**config.mk**
```make
export PLATFORM = sky130hd
export DESIGN_NAME = bui_lane
export DESIGN_NICKNAME = d
export VERILOG_FILES = /design/src/bui_pkg.sv /design/src/bui_lane.sv
export SDC_FILE = /design/constraint.sdc
export NUM_CORES = 1
export LEC_CHECK = 0
export ABC_CLOCK_PERIOD_IN_PS = 8100
export BUFFER_PORTS_ARGS = -buffer_cell sky130_fd_sc_hd__buf_2
export CAP_MARGIN = 25
export CELL_PAD_IN_SITES_DETAIL_PLACEMENT = 0
export CELL_PAD_IN_SITES_GLOBAL_PLACEMENT = 2
export CORE_ASPECT_RATIO = 1.5
export CORE_MARGIN = 8
export CORE_UTILIZATION = 37
export DETAILED_ROUTE_END_ITERATION = 6
export HOLD_SLACK_MARGIN = 0.1
export PLACE_DENSITY = 0.78
export SLEW_MARGIN = 10
export SYNTH_ARGS = -nofsm -noshare
export SYNTH_HDL_FRONTEND = slang
export SYNTH_SLANG_ARGS = --single-unit
```
**constraint.sdc**
```tcl
create_clock -name clk -period 8.1 [get_ports clk]
set_input_delay 1.62 -clock clk [delete_from_list [all_inputs] [get_ports clk]]
set_output_delay 1.62 -clock clk [all_outputs]
set_load 0.1 [all_outputs]
```
**src/bui_pkg.sv**
```systemverilog
`default_nettype none
package bui_pkg;

  localparam int MAX_WIDTH  = 1024;
  localparam int MAX_SCALE  = 8;
  localparam int MAX_HEIGHT = 1024;

  localparam int PIX_W   = 24;
  localparam int CH_W    = 8;
  localparam int COL_W   = $clog2(MAX_WIDTH);
  localparam int ROW_W   = $clog2(MAX_HEIGHT);
  localparam int SIZE_W  = 11;
  localparam int SCALE_W = 4;
  localparam int DXY_W   = $clog2(MAX_SCALE);
  localparam int COORD_W = 13;
  localparam int DIV_W   = $clog2(MAX_SCALE * MAX_SCALE + 1);
  localparam int WGT_W   = DIV_W;
  localparam int SUM_W   = CH_W + $clog2(MAX_SCALE * MAX_SCALE);
  localparam int REM_W   = SUM_W - CH_W;
  localparam int TAPS    = 4;
  localparam int TAP_W   = 2;
  localparam int DIV_STEPS = CH_W;
  localparam int STEP_W  = 4;

  localparam logic [1:0] REG_SCALE  = 2'd0;
  localparam logic [1:0] REG_WIDTH  = 2'd1;
  localparam logic [1:0] REG_HEIGHT = 2'd2;

  localparam logic [SCALE_W-1:0] SCALE_RST  = 4'd2;
  localparam logic [SIZE_W-1:0]  WIDTH_RST  = 11'd400;
  localparam logic [SIZE_W-1:0]  HEIGHT_RST = 11'd400;

  typedef logic [TAPS-1:0][CH_W-1:0] pix4_t;

  typedef struct packed {
    logic             mac_clr;
    logic             mac_en;
    logic [TAP_W-1:0] tap;
    logic [WGT_W-1:0] wgt;
    logic             div_load;
    logic             div_en;
    logic             div_last;
    logic [DIV_W-1:0] dvsr;
  } lane_ctrl_t;

endpackage
`default_nettype wire

```
**src/bui_lane.sv**
```systemverilog
`default_nettype none
module bui_lane
  import bui_pkg::*;
(
  input  wire logic            clk,
  input  wire lane_ctrl_t      ctrl,
  input  wire pix4_t           pix,
  output logic      [CH_W-1:0] res
);

  logic [SUM_W-1:0]       acc_r;
  logic [REM_W-1:0]       rem_r;
  logic [CH_W-1:0]        q_r;
  logic [CH_W-1:0]        res_r;
  logic [WGT_W+CH_W-1:0]  prod;
  logic [REM_W:0]         trial;
  logic                   ge;
  logic [REM_W-1:0]       rem_nxt;
  logic [CH_W-1:0]        q_nxt;
  logic [DIV_W-1:0]       twice;
  logic                   inc;

  assign prod = (WGT_W+CH_W)'(ctrl.wgt) * (WGT_W+CH_W)'(pix[ctrl.tap]);

  // restoring division, one quotient bit per step
  assign trial   = {rem_r, q_r[CH_W-1]};
  assign ge      = DIV_W'(trial) >= ctrl.dvsr;
  assign rem_nxt = ge ? REM_W'(trial - (REM_W+1)'(ctrl.dvsr)) : trial[REM_W-1:0];
  assign q_nxt   = {q_r[CH_W-2:0], ge};

  // round half to even
  assign twice = DIV_W'({rem_nxt, 1'b0});
  assign inc   = (twice > ctrl.dvsr) || ((twice == ctrl.dvsr) && q_nxt[0]);

  always_ff @(posedge clk) begin
    if (ctrl.mac_clr) begin
      acc_r <= '0;
    end else if (ctrl.mac_en) begin
      acc_r <= acc_r + SUM_W'(prod);
    end
    if (ctrl.div_load) begin
      rem_r <= acc_r[SUM_W-1:CH_W];
      q_r   <= acc_r[CH_W-1:0];
    end else if (ctrl.div_en) begin
      rem_r <= rem_nxt;
      q_r   <= q_nxt;
    end
    if (ctrl.div_en && ctrl.div_last) begin
      res_r <= (inc && (q_nxt != '1)) ? q_nxt + CH_W'(1) : q_nxt;
    end
  end

  assign res = res_r;

endmodule
`default_nettype wire

```
**Word level (Yosys, flattened, before mapping)**

Index checks and enable logic that the tools add are counted.

- Logic and storage cells: 26
- Input port bits: 54
- Output and inout bits: 8
- Flip-flop bits (word level): 36

- $mul: 1
- Equality and inequality tests: 2
- $add $sub $neg: 3
- Reduce and logical (&&, ||, !) cells: 5
- $lt $le $gt $ge: 3
- Muxes and demuxes: 8

Operators by type and width:

| operator | number |
|---|---|
| $mux W8 | 4 |
| $mux W6 | 3 |
| $bmux W8 S2 | 1 |
| $add A14 B14 Y14 | 1 |
| $mul A7 B8 Y14 | 1 |
| $add A8 B1 Y8 const B | 1 |
| $ne A8 B8 Y1 const B | 1 |
| $eq A7 B7 Y1 | 1 |
| $ge A7 B7 Y1 | 1 |
| $gt A7 B7 Y1 | 1 |
| $sub A6 B6 Y6 | 1 |
| $logic_and A1 B1 Y1 | 3 |
| $lt A2 B3 Y1 const B | 1 |
| $reduce_bool A2 Y1 | 1 |
| $logic_or A1 B1 Y1 | 1 |

**Longest topological paths before layout**

Gate-level depths: netlist (run 1).

- Depth after elaboration: 7
- Depth in mapped cells: 19
- Gate-level depth less buffers: 17

**Least setup slack after synthesis (run 1)**

OpenSTA, ideal clock, no wires.

- Path kind: input-to-reg
- Start point: in ctrl[17] (netlist name)
- End point: reg acc_r[11]
- Setup time: 0.130 ns
- Setup slack: 1.705 ns
- Stages: 17
- Arrival: 6.265 ns
- Buffers on the path: 1
- Cells stage by stage: clkbuf_1 > mux4_2 > and2_1 > fa_1 > inv_1 > fa_1 > inv_1 > fa_1 > inv_1 > fa_1 > inv_1 > ha_1 > a2111oi_0 > o21ai_0 > a41oi_1 > xor2_1 > o22ai_1

- Cells in the longest elaborated chain, start to end: 4

RTL lines:

| item | line | source |
|---|---|---|
| start: declaration | bui_lane.sv:6 | `input wire lane_ctrl_t ctrl,` |
| $bmux W8 S2 | bui_lane.sv:23 | `assign prod = (WGT_W+CH_W)'(ctrl.wgt) * (WGT_W+CH_W)'(pix[ctrl.tap]);` |
| $mux W8 (implied by the code) | bui_lane.sv:23 |  |
| $mul A7 B8 Y14 | bui_lane.sv:23 |  |
| $add A14 B14 Y14 | bui_lane.sv:39 | `acc_r <= acc_r + SUM_W'(prod);` |
| end signal: assignment | bui_lane.sv:39 |  |
| end: declaration | bui_lane.sv:11 | `logic [SUM_W-1:0] acc_r;` |

No other way between the ends. The select of a mux whose other input is x is not followed.
A chain may end at the register's enable or synchronous reset.

**Worst setup path after layout (run 1)**

Ends and elaborated chain as after synthesis.

==> metrics.md, run 1 <==
| Metric | Value |
|---|---|
| Final Cycle Share | 77.3% |
| Synth async-reset ratio | 0% |
| Final instance area | 5030 um2 |
| Fraction of layout cells with a size suffix above 1 | 17.2% |
| Worst hold path type | flop to flop |
| GP Congestion | 0.869 |
| GRT busiest layer | met2 |
| Pre-CTS setup slack | 1.56 ns |
| Post-synthesis sequential area ratio | 21.2% |
| Layout fillers | 1,195 |
| Final setup fails | 0 |
| CTS Buffer Depth | 2 |
| Largest net degree at the start of global routing | 24 |
| Ys flop type | edfxtp_1 |
| Status | complete, no violations |
| Syn Area/Cell | 9.42 um2 |
| Max-cap viol count | 0 |
| Cells after DPL | 673 |
| Top delay family on crit path | adder cells |
| Reg2Reg Depth | 14 |
| Commonest non-fill, non-tap cell in the layout | inv_1 |
| CP Max Fanout | 8 |
| Area of the multi-input gates | 3100 um2 |
| Overflow after GRT | 0 |
| Fmax | 160 MHz |
| Final hold violations | 0 |
| Num CTS Buffers | 5 |
| Syn_nets | 612 |
| Hold Crit Endpoint | acc_r[8]$_SDFFE_PP0P_ |
| Top-area cell type share of the netlist area | 18.9% |
| Reg2reg end | res[1]$_DFFE_PP_ |
| Starting Density | 37.5% |
| CP cell instances | buf_2 > mux4_2 > and2_1 > fa_1 > inv_1 > fa_1 > inv_1 > fa_1 > inv_1 > fa_1 > inv_1 > ha_1 > a2111oi_0 > o21ai_0 > a41oi_1 > xor2_1 > o22ai_1 |
| Minimum clock period | 6.26 ns |
| Worst slew pin tran | 0.539 ns |
| Met3 Usage GRT | 2.27% |
| Post-synthesis mux area share | 8.94% |
| Drt first-iter violations | 123 |
| Grt met1 use | 13.8% |
| DP Wirelength | 9.03 mm |
| Most frequent cells in the layout | 90 x inv_1, 61 x buf_2, 45 x ha_1 |
| Clock sink count | 36 |
| Simple-gate share of the synthesized area | 15.3% |
| Worst Path Arrival | 6.42 ns |
| Post-CTS repair timing setup buffer count | 0 |
| Pleak | 2.38 nW |
| Post-synthesis cell area | 4440 um2 |
| TritonRoute pass-1 iters | 4 |
| DP Area | 4880 um2 |
| Total vias in the final route | 3,453 |
| Antenna viol nets, final | 0 |
| DRC viols | 0 |
| Synth Area in XOR/XNOR | 3.55% |
| Netlist cell types | 58 |
| Post-synth EDFFs | 22 |
| Core Area | 11,800 um2 |
| Hold Path Depth | 2 |
| Setup TNS | 0 ns |
| Initial antenna violation count | 0 |
| Clock Tree Root | clkbuf_16 |
| Setup ws final | 1.84 ns |
| Slew Limit Fails | 0 |
| Register bit total from synthesis | 36 |
| Worst Setup Path Type | input port to flop |
| Clock input transition at the sequential cells of the worst setup and hold paths | 0.06 ns |
| Worst slew margin | 64.1% |
| Synth Instances | 471 |
| Worst skew pair latency | 0.28 ns |
| CP Buf/Inv Count | 5 |
| Power Total | 0.00172 W |
| Top cell type by total area after synthesis | fa_1 |
| First-pass GRT wire length | 17.4 mm |
| Met2 usage | 26.0% |
| Worst Path Required | 8.26 ns |
| VDD IR max | 0.121 mV |
| Area Overhead vs Synth | 13.3% |
| Die width | 105 um |
| Via density | 5.07 |
| Register Area | 941 um2 |
| Synth top area cells | fa_1 19%, edfxtp_1 15%, ha_1 13% |
| Worst path max stage delay | 0.62 ns |
| Largest family of logic cells by synthesized area | adder cells |
| Number of global-route vias before repair | 3,841 |
| Input/output buffers | 61 |
| CTS tree | yes |
| H-tree lvl count | 2 |
| Fin nets | 668 |
| Ys Warns | 0 |
| Unrepaired setup endpoints after global routing | false |
| All-Layer GR Usage | 13.4% |
| Post-Synth Adder-Cell Area | 31.6% |
| Worst R2R Setup Slack | 3.24 ns |
| CP Launch Type | input port |
| Placement Rows | 49 |
| CP endpoint kind | flop |
| Die Ht | 150 um |
| Worst Skew | 0.00712 ns |
| Worst r2r src | rem_r[0]$_DFFE_PP_ |
| Hold wc startpoint | acc_r[8]$_SDFFE_PP0P_ |
| Synth Area in Compound Gates | 10.5% |
| Final non-filler cell total | 681 |
| Diodes inserted | 0 |
| Routed wire length | 10.2 mm |
| WL per Instance | 15.0 um |
| Slowest-stage cell, CP | mux4_2 |
| Cts repair resizes | 0 |
| IO Pins | 62 |
| Hold_buf cts | 0 |
| DIE AREA | 15,800 um2 |
| Power density over the cells | 342 nW/um2 |
==> routing by layer <==
layer | vias to the layer above | wire (um)
met5 | - | 0
met4 | 0 | 247
met3 | 17 | 368
met2 | 80 | 5540
met1 | 1657 | 4050
li1 | 1699 | -
==> cell usage after synthesis (3+ instances only) <==
| library cell | instances |
|---|---|
| inv_1 | 90 |
| a211oi_1 | 5 |
| a21oi_1 | 8 |
| and2_1 | 30 |
| xnor2_1 | 10 |
| mux4_2 | 8 |
| nand2_1 | 43 |
| nor2_1 | 23 |
| fa_1 | 42 |
| nor3_1 | 7 |
| o21a_1 | 6 |
| edfxtp_1 | 22 |
| ha_1 | 45 |
| o2111ai_1 | 3 |
| nand4_1 | 3 |
| mux2i_1 | 7 |
| xor2_1 | 8 |
| dfxtp_1 | 14 |
| o21ai_0 | 13 |
| nor4b_1 | 4 |
| a21o_1 | 5 |
| nand3_1 | 6 |
| o31a_1 | 3 |
| nor2b_1 | 5 |
| clkbuf_1 | 9 |
| mux2_2 | 12 |
==> worst max path at each step <==
stage | cells after the start | start | end
final | 17 | ctrl[17] | acc_r[11]$_SDFFE_PP0P_
after global routing | 17 | ctrl[17] | acc_r[11]$_SDFFE_PP0P_
after CTS | 17 | ctrl[17] | acc_r[11]$_SDFFE_PP0P_
after detailed placement | 17 | ctrl[17] | acc_r[11]$_SDFFE_PP0P_
after global placement | 17 | ctrl[17] | acc_r[11]$_SDFFE_PP0P_
after floorplan | 17 | ctrl[17] | acc_r[11]$_SDFFE_PP0P_
==> cells by family after synthesis <==
| family | after synthesis |
|---|---|
| simple gates | 134 |
| mux | 28 |
| xor+xnor | 18 |
| fa+ha+maj | 87 |
| flops | 36 |
| compound gates | 65 |
| buf+inv | 103 |
==> flip-flops by register name, indices dropped and copies added, names as in the netlist <==
name	count
acc_r	14
q_r	8
res	8
rem_r	6
==> per-stage QoR <==
stage	hold WS (ns)	util (%)
CTS	0.527	42.5
global placement	0.497	41.3
finish	0.520	42.5
floorplan	0.471	-
global route	0.562	42.5
detailed placement	0.518	41.3
==> layout make-up <==
type	count	share of cell area, %
clock buffer	5	2.49
clock inverter	3	0.448
inverter	91	6.79
multi-input combinational	332	61.7
sequential	36	18.7
tap	153	3.81
timing repair buffer	61	6.07
==> worst min-delay path: stages (launching register included) <==
cell and delay, ns:
dfxtp_1 0.33, nand2_1 0.07, o22ai_1 0.06
==> power breakdown <==
part           total (W)  switching (W)  internal, W
combinational    0.00122       0.000714     0.000508
clock           0.000188      0.0000735     0.000114
sequential      0.000309      0.0000445     0.000265
total            0.00172       0.000832     0.000887
(Power assumes the default switching activity.)
==> run 2, diff against run 1 <==
--- a/config.mk
+++ b/config.mk
@@ -5,17 +5,17 @@
 export SDC_FILE = /design/constraint.sdc
 export NUM_CORES = 1
 export LEC_CHECK = 0
-export ABC_CLOCK_PERIOD_IN_PS = 8100
+export ABC_CLOCK_PERIOD_IN_PS = 5400
 export BUFFER_PORTS_ARGS = -buffer_cell sky130_fd_sc_hd__buf_2
 export CAP_MARGIN = 25
 export CELL_PAD_IN_SITES_DETAIL_PLACEMENT = 0
 export CELL_PAD_IN_SITES_GLOBAL_PLACEMENT = 2
 export CORE_ASPECT_RATIO = 1.5
 export CORE_MARGIN = 8
-export CORE_UTILIZATION = 37
+export CORE_UTILIZATION = 33
 export DETAILED_ROUTE_END_ITERATION = 6
 export HOLD_SLACK_MARGIN = 0.1
-export PLACE_DENSITY = 0.78
+export PLACE_DENSITY = 0.73
 export SLEW_MARGIN = 10
 export SYNTH_ARGS = -nofsm -noshare
 export SYNTH_HDL_FRONTEND = slang
==> constraint.sdc (replaced) <==
create_clock -name clk -period 5.4 [get_ports clk]
set_input_delay 1.08 -clock clk [delete_from_list [all_inputs] [get_ports clk]]
set_output_delay 1.08 -clock clk [all_outputs]
set_load 0.1 [all_outputs]
==> run 2 against run 1 <==
Net effect: critical path depth grew 2; routed wire length rose by 6.6%; combinational power up 89%; cell area grew 7.3%; core utilization shrank 2.0 points; sequential power is 50% higher; critical path type unchanged; die area is 11% higher; clock skew decreased by 0.0035 ns; non-clock buffer count up 38; flip-flop and latch count unchanged; hold slack better by 0.0072 ns.
==> metrics.md, run 2 (synthesis results as in run 1) <==
| Metric | Value |
|---|---|
| Clock Tree Root | clkbuf_16 |
| GP Congestion | 0.850 |
| Status | complete, no violations |
| Worst skew pair latency | 0.29 ns |
| Worst Setup Path Type | input port to flop |
| Core Area | 13,300 um2 |
| Placement Rows | 52 |
| Worst Skew | 0.00358 ns |
| Final hold violations | 0 |
| Slew Limit Fails | 0 |
| Overflow after GRT | 0 |
| All-Layer GR Usage | 12.7% |
| VDD IR max | 0.213 mV |
| CP cell instances | buf_4 > mux4_2 > and2_1 > fa_1 > inv_1 > fa_1 > inv_1 > fa_1 > inv_1 > fa_1 > inv_1 > ha_1 > buf_4 > nor2_1 > o21bai_2 > nand3_1 > and3b_1 > mux2i_1 > o21ai_1 |
| First-pass GRT wire length | 18.2 mm |
| IO Pins | 62 |
| Total vias in the final route | 3,600 |
| Final setup fails | 0 |
| Post-CTS repair timing setup buffer count | 0 |
| Initial antenna violation count | 0 |
| Final Cycle Share | 96.3% |
| Drt first-iter violations | 69 |
| Starting Density | 33.3% |
| Fin nets | 706 |
| CP Max Fanout | 7 |
| Worst slew pin tran | 0.634 ns |
| Fmax | 192 MHz |
| WL per Instance | 14.9 um |
| DP Wirelength | 9.68 mm |
| Largest register FFs | 14 |
| Routed wire length | 10.9 mm |
| Cts repair resizes | 0 |
| Minimum clock period | 5.20 ns |
| CP Buf/Inv Count | 6 |
| DRC viols | 0 |
| Unrepaired setup endpoints after global routing | false |
| CTS tree | yes |
| Setup TNS | 0 ns |
| Most frequent cells in the layout | 90 x inv_1, 60 x buf_2, 43 x nand2_1, 43 x ha_1, 42 x fa_1 |
| Slowest-stage cell, CP | mux4_2 |
| Pleak | 2.58 nW |
| Final instance area | 5400 um2 |
| Die Ht | 158 um |
| Commonest non-fill, non-tap cell in the layout | inv_1 |
| CTS Buffer Depth | 2 |
| DIE AREA | 17,500 um2 |
| H-tree lvl count | 2 |
| Hold_buf cts | 0 |
| Antenna viol nets, final | 0 |
| Die width | 111 um |
| Num CTS Buffers | 5 |
| Area Overhead vs Synth | 21.6% |
| CP Launch Type | input port |
| Worst path max stage delay | 0.56 ns |
| Reg with most FFs | acc_r |
| Worst Path Arrival | 5.37 ns |
| Via density | 4.95 |
| Worst hold path type | flop to flop |
| Largest net degree at the start of global routing | 24 |
| Hold WS | 0.528 ns |
| Worst Path Required | 5.57 ns |
| Worst slew margin | 57.6% |
| DP Area | 5180 um2 |
| Top delay family on crit path | adder cells |
| Fraction of layout cells with a size suffix above 1 | 24.7% |
| Clock sink count | 36 |
| Power Total | 0.00305 W |
| Diodes inserted | 0 |
| Clock input transition at the sequential cells of the worst setup and hold paths | 0.06 ns |
| Power density over the cells | 565 nW/um2 |
| TritonRoute pass-1 iters | 4 |
| Input/output buffers | 61 |
| CP endpoint kind | flop |
| Number of global-route vias before repair | 3,931 |
| Max-cap viol count | 0 |
[run 2: cell types whose count changed in the layout (fill, tap and decap cells not counted), sizes merged]
cell	before	now
buf	61	99
[run 2: area by class of cell]
class	count	area [um2]
inverters	91	342
repair buffers	99	593
clock inverters	3	22.5
clock buffers	5	125
fillers	1357	7940
multi-input cells	332	3170
flip-flops and latches	36	941
well taps	162	203
[run 2: per-layer routing]
metal  up-vias  wire (um)  global-route usage, %
li1       1778          -                      -
met4         0        273                   5.62
met3        20        454                   2.62
met5         -          0                      0
met1      1714       4140                   12.4
met2        88       6010                   25.0
[run 2: report_power, final]
| group | internal [W] | switching, W | total, W |
|---|---|---|---|
| combinational | 0.00109 | 0.00121 | 0.00230 |
| sequential | 0.000397 | 0.0000669 | 0.000464 |
| clock | 0.000172 | 0.000117 | 0.000288 |
[run 2: metrics by stage]
stage                     std cells  worst slack (ns)  utilization, %
final                           728             0.200            40.5
after detailed placement        720            -0.301            38.8
after global placement          720            -0.203            38.8
after global routing            728           0.00224            40.5
after CTS                       728            0.0168            39.9
after floorplan                 471           -0.0117               -
[run 2: worst paths after layout]
path	endpoint	from	slack (ns)	depth (start not counted)
min reg2reg	acc_r[5]$_SDFFE_PP0P_	acc_r[5]$_SDFFE_PP0P_	0.53	2
min	acc_r[5]$_SDFFE_PP0P_	acc_r[5]$_SDFFE_PP0P_	0.53	2
max reg2reg	res[1]$_DFFE_PP_	rem_r[0]$_DFFE_PP_	0.93	14
max	acc_r[13]$_SDFFE_PP0P_	ctrl[17]	0.20	19
[run 2: worst register-to-register path, stage by stage (launching register included)]
cell and delay (ns):
edfxtp_1 0.48, ha_1 0.33, nor2b_1 0.15, o31a_1 0.27, o31a_1 0.28, o31a_1 0.29
or2_1 0.31, mux2_1 0.35, ha_1 0.28, and4_1 0.21, nand3_1 0.14, or4_1 0.41
o32ai_1 0.34, nor2_1 0.09, mux2_2 0.29
==> run 3, diff against run 2 <==
--- a/config.mk
+++ b/config.mk
@@ -11,9 +11,11 @@
 export CELL_PAD_IN_SITES_DETAIL_PLACEMENT = 0
 export CELL_PAD_IN_SITES_GLOBAL_PLACEMENT = 2
 export CORE_ASPECT_RATIO = 1.5
-export CORE_MARGIN = 8
+export CORE_MARGIN = 2
 export CORE_UTILIZATION = 33
+export CTS_CLUSTER_SIZE = 25
 export DETAILED_ROUTE_END_ITERATION = 6
+export GPL_TIMING_DRIVEN = 0
 export HOLD_SLACK_MARGIN = 0.1
 export PLACE_DENSITY = 0.73
 export SLEW_MARGIN = 10
==> run 3 against run 2 <==
Net effect: first-iteration DRC count up 8.7%; flip-flop and latch count unchanged; combinational power down 12%; sequential power about the same; register-to-register slack worse by 0.19 ns; critical path type unchanged; largest cell class unchanged.
==> metrics.md, run 3 (synthesis results as in run 1) <==
| Metric | Value |
|---|---|
| Largest register FFs | 14 |
| Slew Limit Fails | 0 |
| Routed wire length | 10.2 mm |
| Final instance area | 5230 um2 |
| Power density over the cells | 532 nW/um2 |
| Number of global-route vias before repair | 3,782 |
| DIE AREA | 14,400 um2 |
| Logic pwr share | 73.0% |
| Worst slew pin tran | 0.667 ns |
| Total vias in the final route | 3,508 |
| Worst Skew | 0.00588 ns |
| CTS tree | yes |
| Final non-filler cell total | 702 |
| Overflow after GRT | 0 |
| Worst skew pair latency | 0.28 ns |
| CP endpoint kind | flop |
| Clock sink count | 36 |
| Antenna viol nets, final | 0 |
| Switching share of total power | 47.8% |
| Status | complete, no violations |
| Hold Path Depth | 2 |
| Metal2 WL | 5.81 mm |
| Placement Rows | 51 |
| WL per Instance | 14.5 um |
| Reg2Reg Depth | 16 |
| Max-cap viol count | 0 |
| Area Overhead vs Synth | 17.8% |
| Fmax | 190 MHz |
| IO Pins | 62 |
| CP Max Fanout | 8 |
| Core Area | 13,100 um2 |
| Via density | 5.00 |
| Worst R2R Setup Slack | 0.74 ns |
| Drt first-iter violations | 75 |
| Starting Density | 33.9% |
| First-pass GRT wire length | 17.4 mm |
| Die Ht | 146 um |
| Input/output buffers | 59 |
| Minimum clock period | 5.26 ns |
| Metal-1 WL | 3.76 mm |
| DP Area | 4940 um2 |
| Most frequent cells in the layout | 90 x inv_1, 60 x buf_2, 43 x nand2_1 |
| Register share of total power | 16.8% |
| Num CTS Buffers | 5 |
| Final Cycle Share | 97.4% |
| Commonest non-fill, non-tap cell in the layout | inv_1 |
| Switching power | 0.00133 W |
| Reg2reg end | res[1]$_DFFE_PP_ |
| DP Wirelength | 8.97 mm |
| Worst Setup Path Type | input port to flop |
| Clock input transition at the sequential cells of the worst setup and hold paths | 0.06 ns |
| H-tree lvl count | 2 |
| Int Pwr | 0.00145 W |
| Final setup fails | 0 |
| Reg with most FFs | acc_r |
| Cells after DPL | 689 |
| Largest net degree at the start of global routing | 15 |
| Die width | 98.7 um |
| Worst r2r src | rem_r[0]$_DFFE_PP_ |
| Worst Path Required | 5.55 ns |
| Hold wc startpoint | acc_r[8]$_SDFFE_PP0P_ |
| TritonRoute pass-1 iters | 4 |
| Hold Crit Endpoint | acc_r[8]$_SDFFE_PP0P_ |
| Clock Power Share | 10.3% |
| Unrepaired setup endpoints after global routing | true |
| Diodes inserted | 0 |
| All-Layer GR Usage | 14.8% |
| Pleak | 2.44 nW |
| Fin nets | 683 |
| Top Layer Used | met4 |
| Met3 wire length | 353 um |
| VDD IR max | 0.213 mV |
| DRC viols | 0 |
| GP Congestion | 0.833 |
| Worst hold path type | flop to flop |
| CTS Buffer Depth | 2 |
| Clock Tree Root | clkbuf_16 |
| Fraction of layout cells with a size suffix above 1 | 21.2% |
| Worst Path Arrival | 5.41 ns |
| Final hold violations | 0 |
| CP Launch Type | input port |
| Worst slew margin | 55.6% |
| Initial antenna violation count | 0 |
-- run 3: cell types whose count changed in the layout (fill, tap and decap cells not counted), moves of 3 or more --
cell      previous run  this run
ha_1                43        40
buf_4               39         6
ha_2                 1         4
and2_1              30        27
clkbuf_1             0         7
and2_4               0         3
-- run 3: timing repair --
| item | in CTS | in global routing |
|---|---|---|
| endpoints found under the setup margin | 4 | 7 |
| endpoints found under the hold margin | 0 | 0 |
| buffers inserted | 5 | 1 |
| hold buffers | 0 | 0 |
| pin swaps | 0 | 4 |
| gates resized for setup | 6 | 19 |
-- run 3: worst max-delay path: stages --
cell and delay (ns):
buf_8 0.12, mux4_2 0.59, and2_4 0.20, fa_1 0.52, inv_1 0.05, fa_1 0.47, inv_1 0.05, fa_1 0.52
inv_1 0.05, fa_1 0.52, inv_1 0.04, ha_2 0.36, nor2_1 0.07, o21bai_2 0.18, nand3_1 0.15, and3b_1 0.19
mux2i_1 0.12, o21ai_0 0.10
-- run 3: final cells by class --
type                    instances  area, um2
multi-input cells             332       3200
inverters                      91        342
fillers                      1355       7850
clock buffers                   5        125
plain buffers                  11       61.3
well taps                     159        199
flip-flops and latches         36        941
clock inverters                 3       22.5
repair buffers                 65        340
-- run 3: power groups by stage --
stage               Sequential, W  Combinational [W]  Clock [W]
global route             0.000479            0.00232   0.000305
global placement         0.000472            0.00184          0
CTS                      0.000468            0.00190   0.000293
finish                   0.000467            0.00203   0.000285
detailed placement       0.000474            0.00185          0
floorplan                0.000515            0.00141          0
-- run 3: worst max path at each step --
| stage | end | slack [ns] | cells past startpoint | startpoint |
|---|---|---|---|---|
| 2_1_floorplan | acc_r[11]$_SDFFE_PP0P_ | -0.01 | 17 | ctrl[17] |
| 3_3_place_gp | acc_r[11]$_SDFFE_PP0P_ | -0.47 | 15 | ctrl[18] |
| 3_5_place_dp | acc_r[12]$_SDFFE_PP0P_ | -0.43 | 16 | ctrl[18] |
| 4_1_cts | acc_r[11]$_SDFFE_PP0P_ | 0.02 | 15 | ctrl[17] |
| 5_1_grt | acc_r[13]$_SDFFE_PP0P_ | -0.009 | 18 | ctrl[17] |
| 6_report | acc_r[13]$_SDFFE_PP0P_ | 0.14 | 18 | ctrl[17] |
-- run 3: metrics by stage --
step | util [%] | worst slack, ns | TNS (ns) | power (W) | hold WS (ns)
2_1_floorplan | - | -0.0117 | -0.0117 | 0.00192 | 0.471
3_3_place_gp | 37.8 | -0.472 | -2.28 | 0.00231 | 0.501
3_5_place_dp | 37.8 | -0.430 | -2.26 | 0.00232 | 0.525
4_1_cts | 39.3 | 0.0181 | 0 | 0.00267 | 0.533
5_1_grt | 40.0 | -0.00942 | -0.0146 | 0.00310 | 0.576
6_report | 40.0 | 0.139 | 0 | 0.00278 | 0.529
-- run 3: per-layer routing --
metal,GRT usage [%],vias to the layer above
met3,1.96,19
met1,14.9,1674
met4,6.30,0
met2,29.5,87
met5,0,-
li1,-,1728
